### src/rtl/core/pmd_pkg.sv
// ----------------------------------------------------------------------------
// pmd_pkg
// Shared widths, register indexes, reset values and bundle types for the
// passive-infrared motion detector.
// ----------------------------------------------------------------------------
package pmd_pkg;

   // Field widths
   localparam int SAMPLE_BITS    = 10;
   localparam int ENERGY_BITS    = 32;
   localparam int MAG_BITS       = 6;
   localparam int CFG_BITS       = 8;
   localparam int FILT_BITS      = 8;
   localparam int HIT_BITS       = 16;
   localparam int CSR_INDEX_BITS = 3;

   // Change size clamp
   localparam logic [MAG_BITS-1:0] MAG_MAX = 6'd63;

   // Filter adds a rounding term of 4 before the divide by four
   localparam int FILT_SUM_BITS = FILT_BITS + 2;
   localparam logic [FILT_SUM_BITS-1:0] FILT_ROUND = 10'd4;

   // Register indexes
   localparam logic [CSR_INDEX_BITS-1:0] CSR_SUSPECT_LEVEL   = 3'd0;
   localparam logic [CSR_INDEX_BITS-1:0] CSR_SUSPECT_LIMIT   = 3'd1;
   localparam logic [CSR_INDEX_BITS-1:0] CSR_RELEASE_TICKS   = 3'd2;
   localparam logic [CSR_INDEX_BITS-1:0] CSR_DISARM_TICKS    = 3'd3;
   localparam logic [CSR_INDEX_BITS-1:0] CSR_LEVEL_THRESHOLD = 3'd4;

   // Register reset values
   localparam logic [CFG_BITS-1:0] RST_SUSPECT_LEVEL   = 8'd8;
   localparam logic [CFG_BITS-1:0] RST_SUSPECT_LIMIT   = 8'd4;
   localparam logic [CFG_BITS-1:0] RST_RELEASE_TICKS   = 8'd50;
   localparam logic [CFG_BITS-1:0] RST_DISARM_TICKS    = 8'd100;
   localparam logic [CFG_BITS-1:0] RST_LEVEL_THRESHOLD = 8'd40;

   typedef struct packed {
      logic [CFG_BITS-1:0] suspect_level;
      logic [CFG_BITS-1:0] suspect_limit;
      logic [CFG_BITS-1:0] release_ticks;
      logic [CFG_BITS-1:0] disarm_ticks;
      logic [CFG_BITS-1:0] level_threshold;
   } cfg_type;

   // Detection results for the request now being accepted
   typedef struct packed {
      logic                 motion;
      logic [FILT_BITS-1:0] filter_level;
      logic [HIT_BITS-1:0]  distant_count;
      logic [HIT_BITS-1:0]  close_count;
   } det_result_type;

endpackage

### src/rtl/core/pir_motion_detector.sv
// ----------------------------------------------------------------------------
// pir_motion_detector
// Passive-infrared motion detector: change magnitude, energy total, IIR
// level filter, distant (suspicion) and close (threshold) detection.
// ----------------------------------------------------------------------------
//  channel   ports                        direction
//  request   req_valid/req_ready/req_*    in   one converter sample
//  response  rsp_valid/rsp_ready/rsp_*    out  one result per request
//  csr       csr_wen/csr_index/csr_wdata  in   register writes, no wait
//
// One request per cycle while the output register is empty or being
// drained in the same cycle; its result appears in the output register
// the cycle after acceptance, as all state updates at the accepting edge.
// Reset is synchronous and needs no clearing pass; configuration and
// detector state return to their defaults, but not the response payload.
// ----------------------------------------------------------------------------
module pir_motion_detector (
   input  logic                                clock,
   input  logic                                reset,
   input  logic                                req_valid,
   output logic                                req_ready,
   input  logic [pmd_pkg::SAMPLE_BITS-1:0]     req_sample,
   output logic                                rsp_valid,
   input  logic                                rsp_ready,
   output logic                                rsp_motion,
   output logic [pmd_pkg::MAG_BITS-1:0]        rsp_abs_change,
   output logic [pmd_pkg::FILT_BITS-1:0]       rsp_filter_level,
   output logic [pmd_pkg::ENERGY_BITS-1:0]     rsp_energy_total,
   output logic [pmd_pkg::HIT_BITS-1:0]        rsp_distant_count,
   output logic [pmd_pkg::HIT_BITS-1:0]        rsp_close_count,
   input  logic                                csr_wen,
   input  logic [pmd_pkg::CSR_INDEX_BITS-1:0]  csr_index,
   input  logic [pmd_pkg::CFG_BITS-1:0]        csr_wdata
);
   import pmd_pkg::*;

   cfg_type              cfg_ff;
   logic                 accept;
   logic                 rsp_valid_ff;
   logic [MAG_BITS-1:0]  mag;
   logic [ENERGY_BITS-1:0] energy_next;
   det_result_type       det_result;

   logic                   motion_ff;
   logic [MAG_BITS-1:0]    abs_change_ff;
   logic [FILT_BITS-1:0]   filter_level_ff;
   logic [ENERGY_BITS-1:0] energy_total_ff;
   logic [HIT_BITS-1:0]    distant_count_ff;
   logic [HIT_BITS-1:0]    close_count_ff;

   // Configuration registers; unknown indexes are dropped
   always_ff @(posedge clock) begin
      if (reset) begin
         cfg_ff.suspect_level   <= RST_SUSPECT_LEVEL;
         cfg_ff.suspect_limit   <= RST_SUSPECT_LIMIT;
         cfg_ff.release_ticks   <= RST_RELEASE_TICKS;
         cfg_ff.disarm_ticks    <= RST_DISARM_TICKS;
         cfg_ff.level_threshold <= RST_LEVEL_THRESHOLD;
      end else if (csr_wen) begin
         case (csr_index)
            CSR_SUSPECT_LEVEL:   cfg_ff.suspect_level   <= csr_wdata;
            CSR_SUSPECT_LIMIT:   cfg_ff.suspect_limit   <= csr_wdata;
            CSR_RELEASE_TICKS:   cfg_ff.release_ticks   <= csr_wdata;
            CSR_DISARM_TICKS:    cfg_ff.disarm_ticks    <= csr_wdata;
            CSR_LEVEL_THRESHOLD: cfg_ff.level_threshold <= csr_wdata;
            default: ;
         endcase
      end
   end

   // Handshake: output register frees up in the same cycle it drains
   assign req_ready = !rsp_valid_ff || rsp_ready;
   assign accept    = req_valid && req_ready;

   pmd_change u_change (
      .clock       (clock),
      .reset       (reset),
      .accept      (accept),
      .sample      (req_sample),
      .mag         (mag),
      .energy_next (energy_next)
   );

   pmd_detect u_detect (
      .clock  (clock),
      .reset  (reset),
      .accept (accept),
      .cfg    (cfg_ff),
      .mag    (mag),
      .result (det_result)
   );

   // Output register
   always_ff @(posedge clock) begin
      if (reset) begin
         rsp_valid_ff <= 1'b0;
      end else if (accept) begin
         rsp_valid_ff <= 1'b1;
      end else if (rsp_ready) begin
         rsp_valid_ff <= 1'b0;
      end
   end

   always_ff @(posedge clock) begin
      if (accept) begin
         motion_ff        <= det_result.motion;
         abs_change_ff    <= mag;
         filter_level_ff  <= det_result.filter_level;
         energy_total_ff  <= energy_next;
         distant_count_ff <= det_result.distant_count;
         close_count_ff   <= det_result.close_count;
      end
   end

   assign rsp_valid         = rsp_valid_ff;
   assign rsp_motion        = motion_ff;
   assign rsp_abs_change    = abs_change_ff;
   assign rsp_filter_level  = filter_level_ff;
   assign rsp_energy_total  = energy_total_ff;
   assign rsp_distant_count = distant_count_ff;
   assign rsp_close_count   = close_count_ff;

   // An accepted request always shows up in the output register
   a_accept_loads: assert property (@(posedge clock) disable iff (reset)
      accept |=> rsp_valid)
      else $error("accepted request did not produce a response");

   // A detection disarms the detector, so two accepted requests in a row
   // never both pulse motion
   a_motion_pulse: assert property (@(posedge clock) disable iff (reset)
      (accept && det_result.motion) |=> !(accept && det_result.motion))
      else $error("motion pulsed on two consecutive requests");

   // Motion only appears together with a step of one hit counter
   a_motion_counts: assert property (@(posedge clock) disable iff (reset)
      (accept && det_result.motion) |->
         (det_result.distant_count != u_detect.distant_ff ||
          det_result.close_count   != u_detect.close_ff))
      else $error("motion without a hit count");

endmodule

### src/rtl/core/pmd_change.sv
// ----------------------------------------------------------------------------
// pmd_change
// Sample-to-sample change magnitude (clamped) and the wrapping energy total.
// ----------------------------------------------------------------------------
module pmd_change (
   input  logic                             clock,
   input  logic                             reset,
   input  logic                             accept,
   input  logic [pmd_pkg::SAMPLE_BITS-1:0]  sample,
   output logic [pmd_pkg::MAG_BITS-1:0]     mag,
   output logic [pmd_pkg::ENERGY_BITS-1:0]  energy_next
);
   import pmd_pkg::*;

   logic [SAMPLE_BITS-1:0] prev_sample_ff;
   logic [ENERGY_BITS-1:0] energy_ff;
   logic signed [SAMPLE_BITS:0] diff;
   logic [SAMPLE_BITS:0] diff_abs;

   // Signed difference and its magnitude
   assign diff     = $signed({1'b0, sample}) - $signed({1'b0, prev_sample_ff});
   assign diff_abs = diff[SAMPLE_BITS] ? (SAMPLE_BITS+1)'(-diff) : diff;

   // Clamp to the largest change size
   assign mag = (diff_abs > (SAMPLE_BITS+1)'(MAG_MAX)) ? MAG_MAX : diff_abs[MAG_BITS-1:0];

   assign energy_next = energy_ff + ENERGY_BITS'(mag);

   always_ff @(posedge clock) begin
      if (reset) begin
         prev_sample_ff <= '0;
         energy_ff      <= '0;
      end else if (accept) begin
         prev_sample_ff <= sample;
         energy_ff      <= energy_next;
      end
   end

endmodule

### src/rtl/core/pmd_detect.sv
// ----------------------------------------------------------------------------
// pmd_detect
// Low-pass filter, suspicion counter with release timer, and the
// armed/disarmed detection control with its hit counters.
// ----------------------------------------------------------------------------
module pmd_detect (
   input  logic                          clock,
   input  logic                          reset,
   input  logic                          accept,
   input  pmd_pkg::cfg_type              cfg,
   input  logic [pmd_pkg::MAG_BITS-1:0]  mag,
   output pmd_pkg::det_result_type       result
);
   import pmd_pkg::*;

   logic [FILT_BITS-1:0] filter_ff, filter_in;
   logic [CFG_BITS-1:0]  release_ff, release_in;
   logic [CFG_BITS-1:0]  suspicion_ff, suspicion_in;
   logic                 detected_ff, detected_in;
   logic [CFG_BITS-1:0]  disarm_ff, disarm_in;
   logic [HIT_BITS-1:0]  distant_ff, distant_in;
   logic [HIT_BITS-1:0]  close_ff, close_in;

   logic [FILT_SUM_BITS-1:0] filt_raw;
   logic [FILT_BITS-1:0]     filt_pre;
   logic                     raise;
   logic [CFG_BITS-1:0]      suspicion_mid;
   logic [CFG_BITS-1:0]      disarm_load;
   logic [CFG_BITS-1:0]      disarm_dec;
   logic                     rearm;

   // Filter: (3*f + 4*mag + 4) / 4
   assign filt_raw = {2'b00, filter_ff} + {1'b0, filter_ff, 1'b0}
                   + {2'b00, mag, 2'b00} + FILT_ROUND;
   assign filt_pre = filt_raw[FILT_SUM_BITS-1:2];

   assign raise = ({2'b00, mag} >= cfg.suspect_level) && (suspicion_ff < cfg.suspect_limit);

   // Suspicion counter and release timer
   always_comb begin
      release_in    = release_ff;
      suspicion_mid = suspicion_ff;
      if (raise) begin
         release_in    = cfg.release_ticks;
         suspicion_mid = suspicion_ff + 8'd1;
      end else if (release_ff != '0) begin
         release_in = release_ff - 8'd1;
      end else if (suspicion_ff != '0) begin
         suspicion_mid = suspicion_ff - 8'd1;
         release_in    = cfg.release_ticks;
      end
   end

   // Disarm timeout: an expired timer reloads before the decrement
   assign disarm_load = (disarm_ff == '0) ? cfg.disarm_ticks : disarm_ff;
   assign disarm_dec  = disarm_load - 8'd1;

   // Armed / disarmed control
   always_comb begin
      suspicion_in = suspicion_mid;
      filter_in    = filt_pre;
      disarm_in    = disarm_ff;
      detected_in  = detected_ff;
      distant_in   = distant_ff;
      close_in     = close_ff;
      rearm        = 1'b0;
      if (detected_ff) begin
         if (filt_pre < cfg.level_threshold) begin
            rearm = 1'b1;
         end else begin
            disarm_in = disarm_dec;
            rearm     = (disarm_dec == '0);
         end
         if (rearm) begin
            disarm_in    = '0;
            suspicion_in = '0;
            filter_in    = '0;
            detected_in  = 1'b0;
         end
      end else if (suspicion_mid >= cfg.suspect_limit) begin
         detected_in = 1'b1;
         distant_in  = distant_ff + 16'd1;
      end else if (filt_pre >= cfg.level_threshold) begin
         detected_in = 1'b1;
         close_in    = close_ff + 16'd1;
      end
   end

   always_ff @(posedge clock) begin
      if (reset) begin
         filter_ff    <= '0;
         release_ff   <= '0;
         suspicion_ff <= '0;
         detected_ff  <= 1'b1;
         disarm_ff    <= 8'd1;
         distant_ff   <= '0;
         close_ff     <= '0;
      end else if (accept) begin
         filter_ff    <= filter_in;
         release_ff   <= release_in;
         suspicion_ff <= suspicion_in;
         detected_ff  <= detected_in;
         disarm_ff    <= disarm_in;
         distant_ff   <= distant_in;
         close_ff     <= close_in;
      end
   end

   // Motion pulses only on the step that makes a new detection
   assign result.motion        = detected_in && (disarm_in == '0);
   assign result.filter_level  = filter_in;
   assign result.distant_count = distant_in;
   assign result.close_count   = close_in;

endmodule

### config.mk
export PLATFORM = sky130hd
export DESIGN_NAME = pir_motion_detector
export DESIGN_NICKNAME = d
export VERILOG_FILES = /design/src/rtl/core/pmd_pkg.sv /design/src/rtl/core/pir_motion_detector.sv /design/src/rtl/core/pmd_change.sv /design/src/rtl/core/pmd_detect.sv
export SDC_FILE = /design/constraint.sdc
export NUM_CORES = 1
export LEC_CHECK = 0
export ABC_AREA = 1
export BUFFER_PORTS_ARGS = -buffer_cell sky130_fd_sc_hd__buf_2
export CAP_MARGIN = 20
export CORE_AREA = 4 4 169 171
export CTS_BUF_LIST = sky130_fd_sc_hd__clkbuf_2 sky130_fd_sc_hd__clkbuf_4 sky130_fd_sc_hd__clkbuf_8
export CTS_CLUSTER_SIZE = 12
export DETAILED_ROUTE_END_ITERATION = 10
export DIE_AREA = 0 0 173 175
export GPL_ROUTABILITY_DRIVEN = 0
export PLACE_DENSITY_LB_ADDON = 0.2
export SLEW_MARGIN = 20
export SYNTH_ARGS = -nofsm -noshare
export SYNTH_HDL_FRONTEND = slang
export SYNTH_SLANG_ARGS = --single-unit
export TNS_END_PERCENT = 20
### constraint.sdc
create_clock -name clock -period 7.5 [get_ports clock]
set_input_delay 0 -clock clock [delete_from_list [all_inputs] [get_ports clock]]
set_output_delay 0 -clock clock [all_outputs]
set_load 0.01 [all_outputs]
==> results.py, run 1 <==
metrics = {
    "critical_path": {
        "path_common_cell": "nand2_1",
        "worstSetupPathType": "reg2reg",
        "reg2reg_depth": 37,
        "crit_path_max_incr_delay_ps": 410,
        "critPathRequiredTime_ps": 7960,
        "critPathSlowestCell": "ha_1",
        "cp_max_fo": 12,
        "crit_start": "u_change.prev_sample_ff[0]",
        "crit_path_end": "u_detect.distant_ff[10]",
        "startpoint_type": "flip-flop",
        "timing.rr.end": "u_detect.distant_ff[10]",
        "r2r_slack_ps": 860,
        "arrival_ps": 7090,
        "endpoint_kind": "flip-flop",
        "worstReg2RegStart": "u_change.prev_sample_ff[0]",
    },
    "timing": {
        "fin_crit_ps": 6636,
        "drv_slew": 0,
        "rsz0062_at_grt": "false",
        "skew_ps": 15.86,
        "finalHoldViolCount": 0,
        "fin_crit_sh_pct": 88.48,
        "max-slew-margin-rel_pct": 30.31,
        "tightest_slew_ps": 1045,
        "fin_tns_setup_ps": 0,
        "setup_viol": 0,
        "clock.fmax_mhz": 150.7,
    },
    "logic_synthesis": {
        "synth_cells": 1494,
        "synth-edff-count": 79,
        "ys_seq_elements": 227,
        "yosysTopAreaCellShare_pct": 24.64,
        "synth_area_leader_cell": "dfxtp_1",
        "syn_nets": 1597,
        "synth.area.top_cells": "dfxtp_1 25%, edfxtp_1 20%, inv_1 8.2%, ha_1 7.1%, o21ai_0 6.5%",
        "avgSynthCellArea_sq_um": 8.047,
        "ys.flop_type": "dfxtp_1",
        "yosysUniqueCellTypes": 46,
        "synth.cell_area_sq_um": 12020,
        "ys_seq_area_share_pct": 44.38,
        "yosysWarnings": 0,
        "ys_async_sr_fraction_pct": 0,
    },
    "route": {
        "num_vias": 9882,
        "dr.pass1.iters": 5,
        "top_layer": "met4",
        "wl_met2_um": 12890,
        "drc_errors": 0,
        "drt_iter0_markers": 609,
        "drt-met1-wl_um": 12740,
        "viasPerCell": 4.941,
        "wl_met3_um": 1202,
        "drt-wirelength-per-cell_um": 13.75,
        "postRouteAntennaNets": 0,
        "wirelength_um": 27500,
    },
    "global_routing": {
        "grt_start_max_net_pins": 106,
        "grt_pass1_vias": 9488,
        "grt.total_usage_pct": 17.85,
        "grt_pass1_wl_um": 45750,
        "antenna_found_initial": 0,
        "grt-ovfl-total": 0,
    },
    "power_and_ir_drop": {
        "p_sw_w": 0.002038,
        "ir_worst_vdd_mv": 0.3358,
        "sequentialPowerShare_pct": 32.2,
        "p_comb_share_pct": 43.3,
        "clock_power_share_pct": 24.4,
        "switching_share_pct": 40.81,
        "pwr_density_cell_nw_per_um2": 357.3,
        "leakagePower_nw": 6.440,
        "p_int_w": 0.002957,
    },
    "placement": {
        "dp_cells": 1899,
        "numPortBuffers": 106,
        "dp_hpwl_um": 19080,
    },
    "floorplanning": {
        "rows": 60,
        "initial_core_util_pct": 44.73,
        "core-area_sq_um": 26880,
        "fp.dieW_um": 173,
        "io_pins": 107,
        "die-height_um": 175,
        "die_area_sq_um": 30280,
    },
    "layout": {
        "multiInputGateArea_sq_um": 5509,
        "layout-area-overhead-vs-synth_pct": 16.28,
        "nNetsFinal": 1731,
        "layout-drive-gt1-share_pct": 12.60,
        "finish.utilization_pct": 52.02,
        "layout.cells.non_filler": 2000,
        "regArea_sq_um": 5335,
        "num_antenna_cells": 0,
        "nFillCells": 2627,
    },
    "cts": {
        "clkLatencyLatePin_ps": 520,
        "root_buffer": "clkbuf_8",
        "clock_path_buffers": 3,
        "cts_buffers": 41,
        "cts_tree": "done",
        "clkSinkCount": 227,
        "htree_levels": 2,
        "clk_pin_slew_ps": 60,
        "post_cts_buffers": 0,
    },
    "worst_hold_path": {
        "worstHoldStart": "req_valid",
        "min_path_type": "in2reg",
    },
    "outcome": {
        "status": "completed",
    },
    "flow_run": {
        "cap_violations": 0,
    },
}
## per-stage QoR
step / instance area, sq um / power [W] / worst slack, ps / hold WS (ps)
after detailed placement: 12830 / 0.003796 / 749.3 / 265.4
after global routing: 13980 / 0.005461 / 76.81 / 59.07
after floorplan: 12020 / 0.003291 / 1535 / 126.3
after CTS: 13970 / 0.005056 / 699.5 / 9.621
after global placement: 12830 / 0.003768 / 929.3 / 270.3
final: 13980 / 0.004995 / 863.8 / 36.43
## cell usage after synthesis (2+ instances only)
cell type,n
nor4_1,4
clkinv_1,2
xnor2_1,8
nand3_1,62
xor2_1,77
clkbuf_1,40
a211oi_1,2
edfxtp_1,79
nand2_1,195
inv_2,2
nor3_1,28
nand2_4,3
buf_1,3
a21oi_2,4
inv_1,262
a21oi_1,145
o22ai_1,2
or2_2,2
o211ai_1,6
nand4_1,17
and2_1,2
a31oi_1,3
nand3b_1,3
buf_6,2
ha_1,68
o21ai_1,3
nor2_2,7
o21ai_0,157
nand2_2,4
dfxtp_1,148
fa_1,9
o21ai_2,2
nor2_1,130
## timing repair
| item | 4_1_cts | 5_1_grt |
|---|---|---|
| hold buffers | 27 | 0 |
| gates resized for setup | 0 | 2 |
| endpoints found under the hold margin | 51 | 0 |
| setup endpoints to repair | 0 | 10 |
## cells in the final DEF, fill, tap and decap left out, types with 27 or more instances in the layout
master and count:
a21oi_1 145, buf_2 106, clkbuf_8 45, dfxtp_1 148, dlygate4sd3_1 27, edfxtp_1 79, ha_1 68, inv_1 261
nand2_1 194, nand3_1 61, nor2_1 130, nor3_1 28, o21ai_0 157, xor2_1 77
## power by group through the flow
| stage | combinational, W | sequential [W] | clock [W] |
|---|---|---|---|
| floorplan | 0.00165 | 0.00164 | 0 |
| global placement | 0.00213 | 0.00164 | 0 |
| detailed placement | 0.00216 | 0.00164 | 0 |
| CTS | 0.00218 | 0.00161 | 0.00126 |
| global route | 0.00251 | 0.00163 | 0.00132 |
| finish | 0.00217 | 0.00161 | 0.00122 |
## final cells by class
type                    instances  share of cell area [%]
clock buffers                  55                   4.967
clock inverters                19                   1.253
inverters                     266                   7.160
multi-input cells             954                   39.41
flip-flops and latches        227                   38.16
well taps                     341                   3.052
repair buffers                138                   5.997
## worst min path at each step
stage | end | depth (start not counted) | slack [ps]
4_1_cts | cfg_ff[1] | 3 | 10
3_5_place_dp | u_change.prev_sample_ff[0] | 3 | 270
2_1_floorplan | cfg_ff[17] | 2 | 130
3_3_place_gp | u_change.prev_sample_ff[0] | 3 | 270
5_1_grt | u_change.prev_sample_ff[6] | 3 | 60
6_report | rsp_valid | 3 | 40
## sequential cells by signal, indices dropped and copies added (netlist names), 10 cells and up
name and flops:
rsp_distant_count 16, u_change.energy_ff 32, rsp_energy_total 32, u_detect.distant_ff 16, rsp_close_count 16, u_change.prev_sample_ff 10
cfg_ff 40, u_detect.close_ff 16
## cells by family after synthesis
group	synth area share, %
AO/OA/AOI/OAI	14.29
AND/OR/NAND/NOR	16.54
flip-flops	44.38
adder cells (fa/ha/maj)	8.575
buffers and inverters	9.939
XOR/XNOR	6.192
multiplexers	0.09366
## worst max-delay path: cells and delay by family, from the launching register on
family,cells,cell delay [ps]
AOI/OAI and AO/OA,6,1150
xor gates and xnor gates,1,240
adders and majority gates,4,1270
buffers and inverters,6,860
DFF,1,330
and+or+nand+nor,20,2700
## per-layer routing
| metal | track usage [%] | vias to the layer above |
|---|---|---|
| met2 | 30.68 | 194 |
| met4 | 5.587 | 0 |
| met3 | 2.704 | 56 |
| met5 | 0 | - |
| li1 | - | 5142 |
| met1 | 23.29 | 4490 |
No activity file was read; power rests on OpenSTA's default activity.
==> run 2, diff against run 1 <==
--- a/config.mk
+++ b/config.mk
@@ -6,15 +6,15 @@
 export NUM_CORES = 1
 export LEC_CHECK = 0
 export ABC_AREA = 1
+export ABC_CLOCK_PERIOD_IN_PS = 7500
 export BUFFER_PORTS_ARGS = -buffer_cell sky130_fd_sc_hd__buf_2
-export CAP_MARGIN = 20
 export CORE_AREA = 4 4 169 171
 export CTS_BUF_LIST = sky130_fd_sc_hd__clkbuf_2 sky130_fd_sc_hd__clkbuf_4 sky130_fd_sc_hd__clkbuf_8
 export CTS_CLUSTER_SIZE = 12
 export DETAILED_ROUTE_END_ITERATION = 10
 export DIE_AREA = 0 0 173 175
 export GPL_ROUTABILITY_DRIVEN = 0
-export PLACE_DENSITY_LB_ADDON = 0.2
+export PLACE_DENSITY = 0.68
 export SLEW_MARGIN = 20
 export SYNTH_ARGS = -nofsm -noshare
 export SYNTH_HDL_FRONTEND = slang
==> run 2 against run 1 <==
  * Sequential share of layout area up 0.051 points
  * Non-clock buffer count up 2
  * Flip-flop and latch count unchanged
  * Register-to-register slack worse by 110 ps
  * Hold slack worse by 1.8 ps
  * Die area unchanged
  * Power down 0.55%
  * Via count up 2.2%
  * Combinational power about the same
  * Global-route usage up 0.20 points
  * Sequential power about the same
  * Largest cell class unchanged
==> results.py, run 2 (same netlist as run 1, synthesis figures left out) <==
metrics = {
    "power_and_ir_drop": {
        "p_comb_share_pct": 44.1,
        "ir_worst_vdd_mv": 0.2970,
        "clock_power_share_pct": 23.5,
        "p_int_w": 0.002907,
        "power_w": 0.004968,
        "sequentialPowerShare_pct": 32.5,
        "leakagePower_nw": 6.446,
        "switching_share_pct": 41.48,
        "p_sw_w": 0.002061,
        "pwr_density_cell_nw_per_um2": 355.8,
    },
    "route": {
        "viasPerCell": 5.043,
        "drt_iter0_markers": 813,
        "drc_errors": 0,
        "num_vias": 10100,
        "wirelength_um": 27790,
        "drt-wirelength-per-cell_um": 13.88,
        "postRouteAntennaNets": 0,
        "dr.pass1.iters": 5,
    },
    "layout": {
        "num_antenna_cells": 0,
        "finish.utilization_pct": 51.95,
        "top_register": "cfg_ff",
        "nNetsFinal": 1733,
        "layout-area-overhead-vs-synth_pct": 16.12,
        "largest_reg_flops": 40,
        "layout-drive-gt1-share_pct": 12.64,
        "layout.cells.non_filler": 2003,
        "final_common_cell": "inv_1",
        "final_cell_mix": "261 x inv_1, 194 x nand2_1, 157 x o21ai_0",
    },
    "critical_path": {
        "endpoint_kind": "flip-flop",
        "arrival_ps": 7040,
        "cp_max_fo": 9,
        "worstSetupPathType": "reg2reg",
        "startpoint_type": "flip-flop",
        "crit_path_max_incr_delay_ps": 510,
        "critPathRequiredTime_ps": 7790,
        "reg2reg_depth": 37,
        "critPathSlowestCell": "fa_1",
    },
    "timing": {
        "fin_crit_sh_pct": 89.92,
        "fin_tns_setup_ps": 0,
        "finalHoldViolCount": 0,
        "worst_slack_ps": 755.8,
        "fin_crit_ps": 6744,
        "setup_viol": 0,
        "drv_slew": 0,
        "skew_ps": 29.45,
        "clock.fmax_mhz": 148.3,
        "rsz0062_at_grt": "false",
        "tightest_slew_ps": 984.5,
        "max-slew-margin-rel_pct": 34.37,
    },
    "cts": {
        "cts_tree": "done",
        "clock_path_buffers": 3,
        "clkLatencyLatePin_ps": 540,
        "cts_buffers": 41,
        "htree_levels": 2,
        "root_buffer": "clkbuf_8",
        "clk_pin_slew_ps": 60,
        "clkSinkCount": 227,
    },
    "floorplanning": {
        "die_area_sq_um": 30280,
        "io_pins": 107,
        "initial_core_util_pct": 44.73,
        "die-height_um": 175,
        "core-area_sq_um": 26880,
        "fp.dieW_um": 173,
        "rows": 60,
    },
    "global_routing": {
        "grt_pass1_wl_um": 46120,
        "grt_pass1_vias": 9574,
        "grt.total_usage_pct": 18.05,
        "antenna_found_initial": 0,
        "grt-ovfl-total": 0,
        "grt_start_max_net_pins": 107,
    },
    "placement": {
        "dp_worst_setup_slack_ps": 753.1,
        "dp_cells": 1898,
        "dp_hpwl_um": 19230,
        "numPortBuffers": 106,
    },
    "worst_hold_path": {
        "holdPathStages": 4,
        "min_path_type": "in2reg",
    },
    "outcome": {
        "status": "completed",
    },
    "flow_run": {
        "cap_violations": 0,
    },
}
-- run 2: power by group through the flow --
stage | Sequential, W | Clock [W] | Combinational (W)
global placement | 0.00164 | 0 | 0.00213
global route | 0.00163 | 0.00126 | 0.00249
floorplan | 0.00164 | 0 | 0.00165
finish | 0.00161 | 0.00117 | 0.00219
CTS | 0.00161 | 0.00120 | 0.00220
detailed placement | 0.00164 | 0 | 0.00217
-- run 2: worst paths after layout --
kind / start / end / slack (ps)
hold / removal: req_valid / u_detect.suspicion_ff[1] / 30
setup reg to reg: u_change.prev_sample_ff[0] / rsp_close_count[15] / 760
hold reg to reg: u_change.prev_sample_ff[9] / u_change.prev_sample_ff[9] / 460
setup / recovery: u_change.prev_sample_ff[0] / rsp_close_count[15] / 760
-- run 2: stage by stage --
| step | hold slack, ps | area [sq um] |
|---|---|---|
| 2_1_floorplan | 126.3 | 12020 |
| 4_1_cts | 3.518 | 13960 |
| 6_report | 34.65 | 13960 |
| 3_5_place_dp | 274.5 | 12830 |
| 5_1_grt | 65.22 | 13960 |
| 3_3_place_gp | 273.2 | 12820 |
-- run 2: area by class of cell --
class | instances | area, sq um
clock buffers | 65 | 775.7
clock inverters | 10 | 58.81
fillers | 2566 | 12910
inverters | 266 | 1003
multi-input cells | 954 | 5500
flip-flops and latches | 227 | 5335
well taps | 341 | 426.7
repair buffers | 140 | 860.8
-- run 2: routing by layer --
| metal | vias up | wire [um] | track usage (%) |
|---|---|---|---|
| met4 | 0 | 483 | 5.188 |
| met3 | 41 | 1608 | 3.786 |
| met1 | 4657 | 12920 | 23.93 |
| met2 | 252 | 12780 | 30.01 |
| met5 | - | 0 | 0 |
| li1 | 5152 | - | - |
-- run 2: repair_timing --
item                                   4_1_cts  5_1_grt
buffers inserted                             0        0
gates resized for setup                      0        0
endpoints found under the hold margin       51        0
hold buffers                                30        0
-- run 2: worst max-delay path, delay by kind of cell, from the launching register on --
family | cells | cell delay, ps
XOR/XNOR | 2 | 350
AND/OR/NAND/NOR | 20 | 2190
buffers and inverters | 5 | 510
flip-flops | 1 | 320
AO/OA/AOI/OAI | 3 | 880
adder cells (fa/ha/maj) | 7 | 2280
==> run 3, diff against run 2 <==
--- a/config.mk
+++ b/config.mk
@@ -7,16 +7,15 @@
 export LEC_CHECK = 0
 export ABC_AREA = 1
 export ABC_CLOCK_PERIOD_IN_PS = 7500
-export BUFFER_PORTS_ARGS = -buffer_cell sky130_fd_sc_hd__buf_2
 export CORE_AREA = 4 4 169 171
 export CTS_BUF_LIST = sky130_fd_sc_hd__clkbuf_2 sky130_fd_sc_hd__clkbuf_4 sky130_fd_sc_hd__clkbuf_8
 export CTS_CLUSTER_SIZE = 12
 export DETAILED_ROUTE_END_ITERATION = 10
 export DIE_AREA = 0 0 173 175
+export DONT_BUFFER_PORTS = 1
 export GPL_ROUTABILITY_DRIVEN = 0
-export PLACE_DENSITY = 0.68
+export PLACE_DENSITY = 0.65
 export SLEW_MARGIN = 20
 export SYNTH_ARGS = -nofsm -noshare
 export SYNTH_HDL_FRONTEND = slang
 export SYNTH_SLANG_ARGS = --single-unit
-export TNS_END_PERCENT = 20
==> run 3 against run 2 <==
  * Final cell count decreased by 5.0%
  * Clock skew increased by 3.4 ps
  * Clock-buffer cell count decreased by 8
  * Critical path depth decreased by 1
  * Maximum frequency increased by 0.39%
  * Design area decreased by 3.5%
  * First-iteration DRC count decreased by 29%
  * Core utilization decreased by 1.8 points
  * Via count decreased by 5.1%
  * Largest power group unchanged
==> results.py, run 3 (same netlist as run 1, synthesis figures left out) <==
metrics = {
    "timing": {
        "fin_crit_sh_pct": 89.57,
        "tightest_slew_ps": 1049,
        "fin_tns_setup_ps": 0,
        "rsz0062_at_grt": "false",
        "max-slew-margin-rel_pct": 30.07,
        "fin_crit_ps": 6718,
        "setup_viol": 0,
        "clock.fmax_mhz": 148.9,
        "skew_ps": 32.81,
        "finalHoldViolCount": 0,
        "drv_slew": 0,
    },
    "critical_path": {
        "critPathSlowestCell": "dlygate4sd3_1",
        "critPathRequiredTime_ps": 7960,
        "worstReg2RegStart": "u_change.prev_sample_ff[0]",
        "crit_path_max_incr_delay_ps": 580,
        "worstSetupPathType": "reg2reg",
        "endpoint_kind": "flip-flop",
        "r2r_slack_ps": 780,
        "startpoint_type": "flip-flop",
        "arrival_ps": 7180,
        "crit_start": "u_change.prev_sample_ff[0]",
        "path_common_cell": "nand2_1",
        "cp_max_fo": 12,
    },
    "route": {
        "wirelength_um": 27830,
        "dr.pass1.iters": 5,
        "drc_errors": 0,
        "drt_iter0_markers": 576,
        "viasPerCell": 5.038,
        "postRouteAntennaNets": 0,
        "drt-wirelength-per-cell_um": 14.62,
        "num_vias": 9587,
    },
    "layout": {
        "final_common_cell": "inv_1",
        "top_register": "cfg_ff",
        "multiInputGateArea_sq_um": 5509,
        "nNetsFinal": 1633,
        "layout-area-overhead-vs-synth_pct": 12.10,
        "layout-drive-gt1-share_pct": 6.919,
        "regArea_sq_um": 5335,
        "nFillCells": 2620,
        "final_cell_mix": "261 x inv_1, 194 x nand2_1, 157 x o21ai_0",
        "largest_reg_flops": 40,
    },
    "power_and_ir_drop": {
        "p_sw_w": 0.002012,
        "switching_share_pct": 41.65,
        "clock_power_share_pct": 22.7,
        "p_int_w": 0.002819,
        "sequentialPowerShare_pct": 34.6,
        "p_comb_share_pct": 42.6,
        "ir_worst_vdd_mv": 0.2844,
        "leakagePower_nw": 6.031,
        "pwr_density_cell_nw_per_um2": 358.4,
        "power_w": 0.004831,
    },
    "cts": {
        "root_buffer": "clkbuf_8",
        "htree_levels": 2,
        "clkSinkCount": 227,
        "cts_buffers": 39,
        "clk_pin_slew_ps": 60,
        "clock_path_buffers": 3,
        "cts_tree": "done",
        "clkLatencyLatePin_ps": 530,
    },
    "global_routing": {
        "grt.total_usage_pct": 17.87,
        "grt-ovfl-total": 0,
        "grt_start_max_net_pins": 110,
        "use_met2_pct": 29.98,
        "grt_pass1_vias": 9020,
        "use_met1_pct": 24.08,
        "antenna_found_initial": 1,
        "grt_use_met3_pct": 3.397,
        "busiest_layer": "met2",
        "grt_pass1_wl_um": 45390,
    },
    "floorplanning": {
        "core-area_sq_um": 26880,
        "rows": 60,
        "initial_core_util_pct": 44.73,
        "die_area_sq_um": 30280,
        "die-height_um": 175,
        "fp.dieW_um": 173,
        "io_pins": 107,
    },
    "worst_hold_path": {
        "min_path_type": "in2reg",
        "worstHoldStart": "reset",
    },
    "outcome": {
        "status": "completed",
    },
    "placement": {
        "dp_hpwl_um": 19320,
        "numPortBuffers": 0,
    },
    "flow_run": {
        "cap_violations": 0,
    },
}
[run 3: changes by cell type in the layout (fill, tap and decap cells not counted), sizes merged]
cell / delta
clkinv: +3
clkinvlp: +1
buf: -102
dlygate4sd3: +4
inv: +1
clkbuf: -8
diode: +1
[run 3: repair_timing]
item,in CTS,in global routing
hold endpoints to repair,124,0
hold buffers,35,0
gates resized for setup,0,2
setup buffers,0,1
endpoints found under the setup margin,0,1
[run 3: cell type report]
| type | instances | area share, % |
|---|---|---|
| multi-input cells | 954 | 40.87 |
| flip-flops and latches | 227 | 39.58 |
| inverters | 266 | 7.427 |
| clock buffers | 57 | 5.217 |
| well taps | 341 | 3.166 |
| repair buffers | 42 | 3.119 |
| clock inverters | 15 | 0.5941 |
| diodes | 1 | 0.01857 |
[run 3: power groups by stage]
stage	clock network, W	registers, W	logic (W)
finish	0.00110	0.00167	0.00206
global route	0.00120	0.00169	0.00235
CTS	0.00114	0.00168	0.00207
detailed placement	0	0.00171	0.00203
global placement	0	0.00171	0.00198
floorplan	0	0.00164	0.00165
[run 3: path summary, 6_finish.rpt]
| kind | end | cells past startpoint |
|---|---|---|
| worst min-delay path | cfg_ff[13] | 3 |
| worst max-delay path | u_detect.distant_ff[4] | 36 |
| worst min register to register | u_change.prev_sample_ff[5] | 2 |
| worst max register to register | u_detect.distant_ff[4] | 36 |
[run 3: critical path: cells and delay by family (launching register included)]
kind            cells  cell delay (ps)
simple gates       16             1920
flops               1              320
compound gates      9             1690
fa+ha+maj           4             1210
buf+inv             6             1290
xor+xnor            1              240
[run 3: through the flow]
step | util, % | cell area, sq um | instances | hold slack (ps) | worst slack [ps]
finish | 50.15 | 13480 | 1903 | 60.51 | 782.0
global route | 50.15 | 13480 | 1903 | 72.90 | 106.8
CTS | 50.08 | 13460 | 1901 | 29.43 | 682.2
detailed placement | 45.80 | 12310 | 1794 | 95.55 | 812.3
global placement | 45.80 | 12310 | 1794 | 92.30 | 986.0
floorplan | - | 12020 | 1494 | 126.3 | 1535
[run 3: routing by layer]
| layer | part of all wire [%] | routed length (um) |
|---|---|---|
| met4 | 1.7 | 466 |
| met5 | 0 | 0 |
| met2 | 47 | 13100 |
| met3 | 4.6 | 1282 |
| met1 | 47 | 12980 |
